### src/hw/rtl/rgbgwp_pkg.sv
package rgbgwp_pkg;

	// frame geometry defaults
	localparam int unsigned LINE_PIXELS_DEF = 320;
	localparam int unsigned FRAME_LINES_DEF = 240;

	// byte buffer between packer and output
	localparam int unsigned OUT_DEPTH = 8;
	localparam int unsigned MAX_BURST = 4;

	// configuration register indexes
	localparam logic [2:0] REG_WINDOW_LEFT    = 3'd0;
	localparam logic [2:0] REG_WINDOW_TOP     = 3'd1;
	localparam logic [2:0] REG_WINDOW_WIDTH   = 3'd2;
	localparam logic [2:0] REG_WINDOW_HEIGHT  = 3'd3;
	localparam logic [2:0] REG_BITS_PER_PIXEL = 3'd4;

	// gray widths that pack; anything else is a plain byte
	localparam logic [3:0] BPP_1 = 4'd1;
	localparam logic [3:0] BPP_2 = 4'd2;
	localparam logic [3:0] BPP_4 = 4'd4;
	localparam logic [3:0] BPP_6 = 4'd6;

	// luma weights
	localparam logic [7:0] WEIGHT_R = 8'd77;
	localparam logic [7:0] WEIGHT_G = 8'd150;
	localparam logic [7:0] WEIGHT_B = 8'd29;

	typedef struct packed {
		logic [15:0] pixel_word;
		logic [8:0]  column;
		logic [7:0]  row;
		logic        frame_start;
	} pixel_in_t;

	typedef struct packed {
		logic [7:0] out_byte;
		logic       last_of_run;
	} gray_out_t;

endpackage

### src/hw/rtl/rgb565_gray_window_packer_top.sv
// RGB565 to gray window packer. Each request carries one RGB565 pixel with its
// column and row; pixels inside the configured window become 8-bit luma
// (77r + 150g + 29b) >> 8, which is either sent as one byte (width 8 or any
// other value) or cut to its top 1, 2, 4 or 6 bits and packed into a 32-bit
// word sent as 4 bytes (3 for width 6), least significant first. One pixel is
// accepted every cycle unless stalled; it waits in the input register, and its
// bytes go into an 8-entry byte buffer as it leaves. Gray bytes leave one per
// cycle while gray_stall is low. The pixel side stalls only while the byte buffer
// has fewer than 4 free entries, so with gray_stall low a sustained rate of one
// pixel per cycle holds for any width. Configuration writes are taken every cycle
// and must be made while no pixel is in flight and the byte buffer is empty.
module rgb565_gray_window_packer_top #(
	parameter int unsigned LINE_PIXELS = rgbgwp_pkg::LINE_PIXELS_DEF,
	parameter int unsigned FRAME_LINES = rgbgwp_pkg::FRAME_LINES_DEF
) (
	input  logic                  clk,
	input  logic                  arst_n,
	input  logic                  pixel_valid,
	output logic                  pixel_stall,
	input  rgbgwp_pkg::pixel_in_t pixel,
	output logic                  gray_valid,
	input  logic                  gray_stall,
	output rgbgwp_pkg::gray_out_t gray,
	input  logic                  cfg_valid,
	output logic                  cfg_ready,
	input  logic [2:0]            cfg_index,
	input  logic [8:0]            cfg_data
);
	import rgbgwp_pkg::*;

	localparam int unsigned PTR_W = $clog2(OUT_DEPTH);
	localparam int unsigned CNT_W = $clog2(OUT_DEPTH + 1);

	// configuration registers
	logic [8:0] window_left_q;
	logic [7:0] window_top_q;
	logic [8:0] window_width_q;
	logic [7:0] window_height_q;
	logic [3:0] bits_per_pixel_q;

	assign cfg_ready = 1'b1;

	always_ff @(posedge clk or negedge arst_n) begin
		if (!arst_n) begin
			window_left_q    <= '0;
			window_top_q     <= '0;
			window_width_q   <= 9'd300;
			window_height_q  <= 8'd52;
			bits_per_pixel_q <= 4'd8;
		end else if (cfg_valid && cfg_ready) begin
			unique case (cfg_index)
				REG_WINDOW_LEFT:    window_left_q    <= cfg_data;
				REG_WINDOW_TOP:     window_top_q     <= cfg_data[7:0];
				REG_WINDOW_WIDTH:   window_width_q   <= cfg_data;
				REG_WINDOW_HEIGHT:  window_height_q  <= cfg_data[7:0];
				REG_BITS_PER_PIXEL: bits_per_pixel_q <= cfg_data[3:0];
				default: ;
			endcase
		end
	end

	// input register
	logic      valid_s1;
	pixel_in_t pix_s1;
	logic      consume;
	logic      load;

	logic [CNT_W-1:0] fifo_cnt_q;
	logic [PTR_W-1:0] wr_ptr_q;
	logic [PTR_W-1:0] rd_ptr_q;

	assign consume     = valid_s1 && (fifo_cnt_q <= CNT_W'(OUT_DEPTH - MAX_BURST));
	assign pixel_stall = valid_s1 && !consume;
	assign load        = pixel_valid && !pixel_stall;

	always_ff @(posedge clk or negedge arst_n) begin
		if (!arst_n) begin
			valid_s1 <= 1'b0;
		end else if (load || consume) begin
			valid_s1 <= load;
		end
	end

	always_ff @(posedge clk) begin
		if (load) begin
			pix_s1 <= pixel;
		end
	end

	// window test
	logic col_in;
	logic row_in;
	logic keep;

	assign col_in = (32'(pix_s1.column) < 32'(LINE_PIXELS))
		&& (pix_s1.column >= window_left_q)
		&& ((pix_s1.column - window_left_q) < window_width_q);
	assign row_in = (32'(pix_s1.row) < 32'(FRAME_LINES))
		&& (pix_s1.row >= window_top_q)
		&& ((pix_s1.row - window_top_q) < window_height_q);
	assign keep = col_in && row_in;

	// rgb565 expansion and luma
	logic [7:0]  chan_r;
	logic [7:0]  chan_g;
	logic [7:0]  chan_b;
	logic [15:0] luma_sum;
	logic [7:0]  luma;

	assign chan_r   = {pix_s1.pixel_word[15:11], 3'b000};
	assign chan_g   = {pix_s1.pixel_word[10:5], 2'b00};
	assign chan_b   = {pix_s1.pixel_word[4:0], 3'b000};
	assign luma_sum = 16'(chan_r) * 16'(WEIGHT_R) + 16'(chan_g) * 16'(WEIGHT_G)
		+ 16'(chan_b) * 16'(WEIGHT_B);
	assign luma     = luma_sum[15:8];

	// packer
	logic [31:0] pack_acc_q;
	logic [5:0]  pack_cnt_q;
	logic [31:0] acc_base;
	logic [5:0]  cnt_base;
	logic [31:0] acc_or;
	logic [5:0]  cnt_inc;
	logic [31:0] acc_nxt;
	logic [5:0]  cnt_nxt;
	logic [7:0]  mask;
	logic [5:0]  target;
	logic [2:0]  shift;
	logic        packed_mode;
	logic        skip_low;
	logic [2:0]  n_push;
	gray_out_t   burst [MAX_BURST];

	always_comb begin
		acc_base = pix_s1.frame_start ? '0 : pack_acc_q;
		cnt_base = pix_s1.frame_start ? '0 : pack_cnt_q;
		packed_mode = 1'b1;
		mask   = 8'hff;
		target = 6'd1;
		shift  = 3'd0;
		unique case (bits_per_pixel_q)
			BPP_1: begin mask = 8'h80; target = 6'd32; shift = 3'd1; end
			BPP_2: begin mask = 8'hc0; target = 6'd16; shift = 3'd2; end
			BPP_4: begin mask = 8'hf0; target = 6'd8;  shift = 3'd4; end
			BPP_6: begin mask = 8'hfc; target = 6'd4;  shift = 3'd6; end
			default: packed_mode = 1'b0;
		endcase
		skip_low = (bits_per_pixel_q == BPP_6);
		acc_or   = acc_base | {luma & mask, 24'h000000};
		cnt_inc  = cnt_base + 6'd1;
		acc_nxt  = acc_base;
		cnt_nxt  = cnt_base;
		n_push   = 3'd0;
		for (int i = 0; i < MAX_BURST; i++) begin
			burst[i] = '0;
		end
		if (keep) begin
			if (!packed_mode) begin
				burst[0] = '{out_byte: luma, last_of_run: 1'b1};
				n_push   = 3'd1;
			end else if (cnt_inc < target) begin
				acc_nxt = acc_or >> shift;
				cnt_nxt = cnt_inc;
			end else begin
				acc_nxt = '0;
				cnt_nxt = '0;
				if (skip_low) begin
					burst[0] = '{out_byte: acc_or[15:8],  last_of_run: 1'b0};
					burst[1] = '{out_byte: acc_or[23:16], last_of_run: 1'b0};
					burst[2] = '{out_byte: acc_or[31:24], last_of_run: 1'b1};
					n_push   = 3'd3;
				end else begin
					burst[0] = '{out_byte: acc_or[7:0],   last_of_run: 1'b0};
					burst[1] = '{out_byte: acc_or[15:8],  last_of_run: 1'b0};
					burst[2] = '{out_byte: acc_or[23:16], last_of_run: 1'b0};
					burst[3] = '{out_byte: acc_or[31:24], last_of_run: 1'b1};
					n_push   = 3'd4;
				end
			end
		end
	end

	always_ff @(posedge clk or negedge arst_n) begin
		if (!arst_n) begin
			pack_acc_q <= '0;
			pack_cnt_q <= '0;
		end else if (consume) begin
			pack_acc_q <= acc_nxt;
			pack_cnt_q <= cnt_nxt;
		end
	end

	// output byte buffer
	gray_out_t        out_mem [OUT_DEPTH];
	logic [2:0]       push_n;
	logic             pop;

	assign push_n     = consume ? n_push : 3'd0;
	assign gray_valid = (fifo_cnt_q != '0);
	assign gray       = out_mem[rd_ptr_q];
	assign pop        = gray_valid && !gray_stall;

	always_ff @(posedge clk) begin
		for (int i = 0; i < MAX_BURST; i++) begin
			if (3'(i) < push_n) begin
				out_mem[PTR_W'(wr_ptr_q + PTR_W'(i))] <= burst[i];
			end
		end
	end

	always_ff @(posedge clk or negedge arst_n) begin
		if (!arst_n) begin
			wr_ptr_q   <= '0;
			rd_ptr_q   <= '0;
			fifo_cnt_q <= '0;
		end else begin
			wr_ptr_q   <= PTR_W'(wr_ptr_q + PTR_W'(push_n));
			rd_ptr_q   <= PTR_W'(rd_ptr_q + PTR_W'(pop));
			fifo_cnt_q <= CNT_W'(fifo_cnt_q + CNT_W'(push_n) - CNT_W'(pop));
		end
	end

	// checks
	a_fifo_bound: assert property (@(posedge clk) disable iff (!arst_n)
		fifo_cnt_q <= CNT_W'(OUT_DEPTH))
		else $error("byte buffer overflow");

	a_cnt_bound: assert property (@(posedge clk) disable iff (!arst_n)
		pack_cnt_q < 6'd32)
		else $error("pack count past word size");

	a_empty_word: assert property (@(posedge clk) disable iff (!arst_n)
		pack_cnt_q == 6'd0 |-> pack_acc_q == 32'd0)
		else $error("stale bits in empty pack word");

	a_hold_s1: assert property (@(posedge clk) disable iff (!arst_n)
		valid_s1 && !consume |=> valid_s1 && $stable(pix_s1))
		else $error("held pixel lost");

	a_room: assert property (@(posedge clk) disable iff (!arst_n)
		consume |-> fifo_cnt_q + CNT_W'(MAX_BURST) <= CNT_W'(OUT_DEPTH))
		else $error("pixel taken without buffer room");

endmodule
### config.mk
export PLATFORM = sky130hd
export DESIGN_NAME = rgb565_gray_window_packer_top
export DESIGN_NICKNAME = d
export VERILOG_FILES = /design/src/hw/rtl/rgbgwp_pkg.sv /design/src/hw/rtl/rgb565_gray_window_packer_top.sv
export SDC_FILE = /design/constraint.sdc
export NUM_CORES = 1
export LEC_CHECK = 0
export BUFFER_PORTS_ARGS = -buffer_cell sky130_fd_sc_hd__buf_4
export CAP_MARGIN = 20
export CORE_ASPECT_RATIO = 2
export CORE_MARGIN = 2
export CORE_UTILIZATION = 45
export CTS_CLUSTER_DIAMETER = 50
export DETAILED_ROUTE_END_ITERATION = 12
export PLACE_DENSITY_LB_ADDON = 0.25
export SETUP_SLACK_MARGIN = 0.2
export SYNTH_ARGS = -nofsm -noshare
export SYNTH_HDL_FRONTEND = slang
export SYNTH_SLANG_ARGS = --single-unit
### constraint.sdc
create_clock -name clk -period 5.5 [get_ports clk]
set_input_delay 0.825 -clock clk [delete_from_list [all_inputs] [get_ports clk]]
set_output_delay 0.825 -clock clk [all_outputs]
set_load 0.02 [all_outputs]
# ---- Word-level counts from Yosys, hierarchy flattened
# Memory sizes are Yosys's and may differ from the RTL's.
# Index checks and enable logic that the tools add are counted.
dict set report totals {
  register_bits 121
  ram_bits 72
  in_bits 51
  out_inout_bits 12
  n_memories 1
}
dict set report classes {
  n_addsub 12
  mul 3
  order_cmp 12
  eq_ne 8
  n_shift 1
  n_mux 31
  bitwise 2
  reduce_logical 21
}
# memory words width rd rd_ports_with_merged_regs wr line_no
set memory_table {}
lappend memory_table {out_mem 8 9 1 0 4 rgb565_gray_window_packer_top.sv:194} ;# gray_out_t out_mem [OUT_DEPTH];
# operator n
set ops {}
lappend ops {{32-bit two-way mux} 4}
lappend ops {{36-bit two-way mux} 2}
lappend ops {{27-bit two-way mux} 2}
lappend ops {{32-bit bitwise OR} 1}
lappend ops {{32-bit by 3-bit >> shifter with 32-bit output} 1}
lappend ops {{7-bit case mux with 4 select lines} 1}
lappend ops {{6-bit two-way mux} 4}
lappend ops {{6-bit case mux with 4 select lines} 1}
lappend ops {{9-bit two-way mux} 2}
lappend ops {{15-bit by 16-bit adder with 16-bit output} 1}
lappend ops {{16-bit by 13-bit adder with 16-bit output} 1}
lappend ops {{3-bit two-way mux} 5}
lappend ops {{6-bit by 7-bit multiplier with 13-bit output, second input constant} 1}
lappend ops {{5-bit by 7-bit multiplier with 12-bit output, second input constant} 1}
lappend ops {{3-bit case mux with 4 select lines} 1}
lappend ops {{5-bit by 5-bit multiplier with 10-bit output, second input constant} 1}
lappend ops {{2-bit AND reduction} 5}
lappend ops {{9-bit >= comparator} 1}
lappend ops {{1-bit logical AND} 9}
lappend ops {{9-bit < comparator} 1}
lappend ops {{9-bit < comparator, second input constant} 1}
lappend ops {{1-bit two-way mux} 9}
lappend ops {{9-bit subtractor} 1}
lappend ops {{8-bit bitwise AND} 1}
lappend ops {{other kinds (26)} 33}

# ---- Logic depth before layout (Yosys ltp)
# Gate-level depths: netlist of the first run.
dict set report depth {
  depth_word 10
  mapped_depth 27
  depth_no_buf 26
}

# ---- Worst setup path before layout of the first run
# No wires, ideal clock.
dict set report synth_timing {
  path_kind {reg2reg}
  start {register pix_s1, in the netlist chan_g[5]}
  end {memory out_mem[4][7] in the netlist's numbering, data pin}
  setup_time_ns 0.130
  arrival_time_ns 5.359
  t_required_ns 5.370
  slack_ns 0.011
  path_stages_with_launch 22
  n_path_buf 1
  cell_sequence {edfxtp_1 ha_1 ha_1 fa_1 ha_1 a211o_1 nand2_1 nand2_1 a21oi_1 xor2_1 fa_1 inv_1 ha_1 clkbuf_1 a21o_1 a21oi_1 a2bb2oi_1 o21ai_0 o32ai_1 nand3_1 a221oi_1 a21o_1}
}
# element line_no
set synth_rtl {}
lappend synth_rtl {{start: declaration} rgb565_gray_window_packer_top.sv:64} ;# pixel_in_t pix_s1;
lappend synth_rtl {{start signal: assignment} rgb565_gray_window_packer_top.sv:86} ;# pix_s1 <= pixel;
lappend synth_rtl {{end: declaration} rgb565_gray_window_packer_top.sv:194}

==> flow_summary.toml, run 1 <==
[run_status]
status = "complete, no violations"

[yosys]
syn_area_um2 = 15600
synth_area_per_cell_um2 = 9.39
syn_inst = 1662
ys_async_sr_fraction_pct = 45.1
synth_cell_types = 93
yosys.area.top_type = "edfxtp_1"
ys_ff_latch = 193
synth_top_area_share_pct = 20.4
yosys_warnings = 0
synthTopCellsByArea = "edfxtp_1 20%, dfrtp_1 13%, ha_1 10%"
ys_seq_area_share_pct = 34.4
synth_flop_cell = "edfxtp_1"
synth_edf_count = 106
synthesis.nets = 1865

[finish]
layout-drive-gt1-share_pct = 31.6
multi_input_area_um2 = 10800
layout_commonest_cell = "buf_4"
area_delta_synth_final_pct = 28.4
nets = 2091
nFillCells = 3009
final_design_area_no_fill_um2 = 20100
layout_common_cells = "253 x buf_4, 168 x nand2_1, 106 x edfxtp_1"
final-seq-area_um2 = 5370

[drt]
first_iter_violations = 1121
totalWireLength_um = 63600
drcViolationCount = 0
firstDrtPassIters = 5
wl_per_cell_um = 27.2
via_count = 14900
viasPerCell = 6.38
ant_nets = 0

[clocking]
cts_sinks = 193
cts-htree-levels = 4
clockRootBuffer = "clkbuf_16"
cts_tree = "yes"
cts_made_buffers = 17
clk_latency_ns = 0.48
clk_pin_slew_ns = 0.08
cts_hold_buf = 0
max-clock-path-buffers = 2

[placement]
dp_hpwl_um = 47800
place.gp.congestion = 1.10
dp_slack_ns = -0.483
io_buffers = 61
place_area_um2 = 17800

[timing]
maxSlewViolCount = 0
min_period_over_period_pct = 98.9
rsz0062_at_grt = "yes"
finalSetupViolations = 0
finalWorstSetupSlack_ns = 0.0597
fin_crit_ns = 5.44
finClkSkew_ns = 0.0178
fmax_mhz = 184
final_hold_viol_count = 0
tightest_slew_ns = 1.26
slew_headroom_pct = 15.9

[floorplanning]
die_h_um = 267
num_rows = 96
die_width_um = 136
dieArea_um2 = 36300
initial_core_util_pct = 45.6
ios = 63
design.core.area_um2 = 34200

[critical_path]
critPathMaxFanout = 8
critPathLaunchType = "register"
reg2reg_from = "chan_g[6]$_DFFE_PP_"
cp_slowest_cell = "fa_1"
cp.arrival_ns = 5.67
cp-startpoint = "chan_g[6]$_DFFE_PP_"
critical_path_class = "reg -> reg"
cpPeakStageDelay_ns = 0.58
crit_required_ns = 5.73
cp-end-kind = "register"

[global_routing]
grt_max_degree = 57
grt_pass1_vias = 15200
grt_pass1_wl_um = 92500
grt_use_total_pct = 35.3
grt.overflow.total = 0
antenna_found_initial = 2

[run]
cap_violations = 0

[worst_hold_path]
hold_class = "in -> async"
## layer usage
metal / share of wire [%] / vias up / global-route usage (%)
met3: 5.9 / 385 / 8.23
li1: - / 6640 / -
met1: 30 / 7163 / 30.9
met4: 12 / 2 / 34.5
met5: 0.020 / - / 0
met2: 52 / 754 / 63.4
## per-stage QoR
step	std cells	setup TNS [ns]	hold slack (ns)	util [%]
3_3_place_gp	2269	-5.00	0.473	52.0
2_1_floorplan	1662	0	0.450	-
6_report	2343	0	0.309	58.6
4_1_cts	2321	0	0.313	55.7
5_1_grt	2342	-1.78	0.329	58.6
3_5_place_dp	2269	-8.32	0.473	52.0
## synth_stat cells (10+ instances only)
master and n:
a211oi_1 28, a21o_1 20, a21oi_1 98, a221oi_1 14, a22o_1 14, a311oi_1 12
a31oi_1 22, and2_1 14, and3_1 15, buf_1 10, buf_2 19, clkbuf_1 48
dfrtp_1 79, edfxtp_1 106, fa_1 25, ha_1 127, inv_1 107, mux2_2 26
mux2i_1 70, mux4_2 18, nand2_1 180, nand2b_1 12, nand3_1 54, nand4_1 21
nor2_1 110, nor2b_1 18, nor3_1 37, nor4_1 18, o211ai_1 14, o21ai_0 97
o21bai_1 10, or2_2 11, or3_1 10, xnor2_1 28, xor2_1 16
## flip-flops by register name, summed over array words and instances, names as in the netlist
signal / count
chan_b: 5
chan_g: 6
out_mem: 72
wr_ptr_q: 3
rd_ptr_q: 3
window_top_q: 8
window_height_q: 8
chan_r: 5
pack_cnt_q: 6
pix_s1: 18
bits_per_pixel_q: 4
pack_acc_q: 32
valid_s1: 1
window_left_q: 9
fifo_cnt_q: 4
window_width_q: 9
## what timing repair did
item / 4_1_cts / 5_1_grt
gates resized for setup: 90 / 178
gates cloned: 0 / 1
pin swaps: 67 / 78
endpoints found under the setup margin: 70 / 150
buffers inserted: 20 / 20
## area by class of cell
| class | count | share of cell area [%] |
|---|---|---|
| Timing Repair Buffer | 285 | 11.5 |
| Clock buffer | 18 | 2.14 |
| Sequential cell | 193 | 26.8 |
| Clock inverter | 14 | 0.724 |
| Antenna cell | 1 | 0.0125 |
| Multi-Input combinational cell | 1282 | 54.0 |
| Tap cell | 441 | 2.75 |
| Inverter | 109 | 2.11 |
## cell families after synthesis
| kind of cell | Yosys count | synth area share (%) |
|---|---|---|
| AO/OA/AOI/OAI | 431 | 18.8 |
| buffers and inverters | 187 | 4.67 |
| AND/OR/NAND/NOR | 540 | 17.3 |
| adder cells (fa/ha/maj) | 152 | 13.4 |
| flip-flops | 193 | 34.4 |
| XOR/XNOR | 44 | 2.47 |
| other | 1 | 0.0240 |
| multiplexers | 114 | 8.96 |
## path summary, 6_finish.rpt
check / to / slack [ns] / depth (start not counted)
max reg2reg: out_mem[7][7]$_DFFE_PP_ / 0.06 / 25
max in group asynchronous: window_left_q[2]$_DFFE_PN0P_ / 4.00 / 2
min: valid_s1$_DFFE_PN0P_ / 0.31 / 1
min reg2reg: pack_acc_q[25]$_DFFE_PN0P_ / 0.49 / 2
min in group clk: pack_acc_q[25]$_DFFE_PN0P_ / 0.49 / 2
max: out_mem[7][7]$_DFFE_PP_ / 0.06 / 25
## worst max-delay path: cells and delay by family (launching register included)
| family | cells | cell delay, ns |
|---|---|---|
| AO/OA/AOI/OAI | 9 | 1.54 |
| AND/OR/NAND/NOR | 2 | 0.16 |
| multiplexers | 1 | 0.13 |
| adder cells (fa/ha/maj) | 6 | 2.00 |
| flip-flops | 1 | 0.45 |
| XOR/XNOR | 1 | 0.10 |
| buffers and inverters | 6 | 0.81 |
Power of run 1 is not shown: default switching activity piles up to over one toggle a cycle in this logic, so the estimate is an artifact.
==> inputs of run 2 (changes only) <==
Settings changed: PLACE_DENSITY set to 0.62, PLACE_DENSITY_LB_ADDON 0.25 to unset.
==> flow_summary.toml, run 2 (same netlist as run 1, synthesis figures left out) <==
[run_status]
status = "finished, violations left"
failed_checks = "setup timing"

[floorplanning]
design.core.area_um2 = 34200
dieArea_um2 = 36300
die_width_um = 136
die_h_um = 267
num_rows = 96
ios = 63
initial_core_util_pct = 45.6

[global_routing]
antenna_found_initial = 3
grt_pass1_wl_um = 95200
grt_use_total_pct = 36.4
grt_max_degree = 52
grt_pass1_vias = 15500
grt.overflow.total = 0

[clocking]
cts-htree-levels = 4
clk_latency_ns = 0.48
cts_sinks = 193
clk_pin_slew_ns = 0.08
clockRootBuffer = "clkbuf_16"
cts_tree = "yes"
cts_made_buffers = 17
max-clock-path-buffers = 2

[finish]
reg_top3 = "out_mem x72, pack_acc_q x32, pix_s1 x18"
area_delta_synth_final_pct = 29.1
regMostFlops = "out_mem"
largest_register_ffs = 72
layout_commonest_cell = "buf_4"
layout_common_cells = "261 x buf_4, 174 x nand2_1, 106 x ha_1, 106 x edfxtp_1, 99 x inv_1"
nets = 2103
layout-drive-gt1-share_pct = 31.5

[critical_path]
critPathMaxFanout = 8
crit_required_ns = 5.79
cp-end-kind = "register"
rr_worst_depth = 25
reg2reg_to = "out_mem[2][8]$_DFFE_PP_"
cp.arrival_ns = 5.85
cpPeakStageDelay_ns = 0.55
rrSetupSlack_ns = -0.06
crit_top_cell = "ha_4"
critical_path_class = "reg -> reg"
reg2reg_from = "chan_g[6]$_DFFE_PP_"
critPathLaunchType = "register"
cp_slowest_cell = "fa_1"

[timing]
finalSetupViolations = 11
rsz0062_at_grt = "yes"
finClkSkew_ns = 0.0160
finalWorstSetupSlack_ns = -0.0566
maxSlewViolCount = 0
final_hold_viol_count = 0
fmax_mhz = 180
slew_headroom_pct = 28.8
fin_crit_ns = 5.56
tightest_slew_ns = 1.07
min_period_over_period_pct = 101

[drt]
viasPerCell = 6.41
firstDrtPassIters = 5
ant_nets = 0
first_iter_violations = 1199
totalWireLength_um = 65400
via_count = 15100
wl_per_cell_um = 27.8
drcViolationCount = 0

[placement]
io_buffers = 61
dp_slack_ns = -0.385
place.gp.congestion = 1.05
dp_hpwl_um = 49800

[worst_hold_path]
hold_class = "in -> async"

[run]
cap_violations = 0
-- run 2: worst max-delay path by stage --
stage | startpoint | to | slack (ns) | cells after the start
5_1_grt | chan_g[6]$_DFFE_PP_ | out_mem[2][8]$_DFFE_PP_ | -0.30 | 25
3_3_place_gp | chan_g[6]$_DFFE_PP_ | out_mem[1][8]$_DFFE_PP_ | -0.33 | 21
3_5_place_dp | chan_g[6]$_DFFE_PP_ | out_mem[1][8]$_DFFE_PP_ | -0.39 | 21
6_report | chan_g[6]$_DFFE_PP_ | out_mem[2][8]$_DFFE_PP_ | -0.06 | 25
2_1_floorplan | pix_s1[9]$_DFFE_PP_ | out_mem[5][0]$_DFFE_PP_ | 0.20 | 20
4_1_cts | chan_b[5]$_DFFE_PP_ | out_mem[7][6]$_DFFE_PP_ | 0.05 | 21
-- run 2: through the flow --
stage / area [um^2] / setup TNS [ns] / instances / util (%) / hold slack (ns)
final: 20100 / -0.286 / 2355 / 58.9 / 0.309
after global placement: 18000 / -3.59 / 2287 / 52.5 / 0.479
after detailed placement: 18000 / -5.95 / 2287 / 52.5 / 0.488
after global routing: 20100 / -5.84 / 2354 / 58.8 / 0.346
after floorplan: 15700 / 0 / 1662 / - / 0.450
after CTS: 19200 / 0 / 2331 / 56.1 / 0.318
-- run 2: repair_timing --
item                                    CTS  global route
pin swaps                                58            86
hold buffers                              0             0
buffers inserted                         12            23
endpoints found under the setup margin   78           145
gates resized for setup                  96           152
-- run 2: final cells by class --
| class | count | area (um^2) |
|---|---|---|
| inverters | 109 | 409 |
| repair buffers | 297 | 2450 |
| clock inverters | 14 | 205 |
| diodes | 1 | 2.50 |
| well taps | 441 | 552 |
| fillers | 3016 | 14100 |
| clock buffers | 18 | 439 |
| flip-flops and latches | 193 | 5370 |
| multi-input cells | 1282 | 10700 |
-- run 2: metal layers --
layer	track usage, %	share of wire (%)	wire length (um)	vias up
li1	-	-	-	6657
met1	32.7	30	19900	7294
met2	65.9	52	34100	753
met3	6.66	5.2	3390	379
met4	35.9	12	7960	2
met5	0	0.020	13	-
-- run 2: critical path: cells and delay by family (launching register included) --
kind / cells / cell delay (ns)
adders and majority gates: 6 / 1.85
AOI/OAI and AO/OA: 8 / 1.57
buffers and inverters: 6 / 0.86
DFF: 1 / 0.45
xor gates and xnor gates: 2 / 0.40
and+or+nand+nor: 2 / 0.19
muxes: 1 / 0.06
Power of run 2 is left out for the same reason.
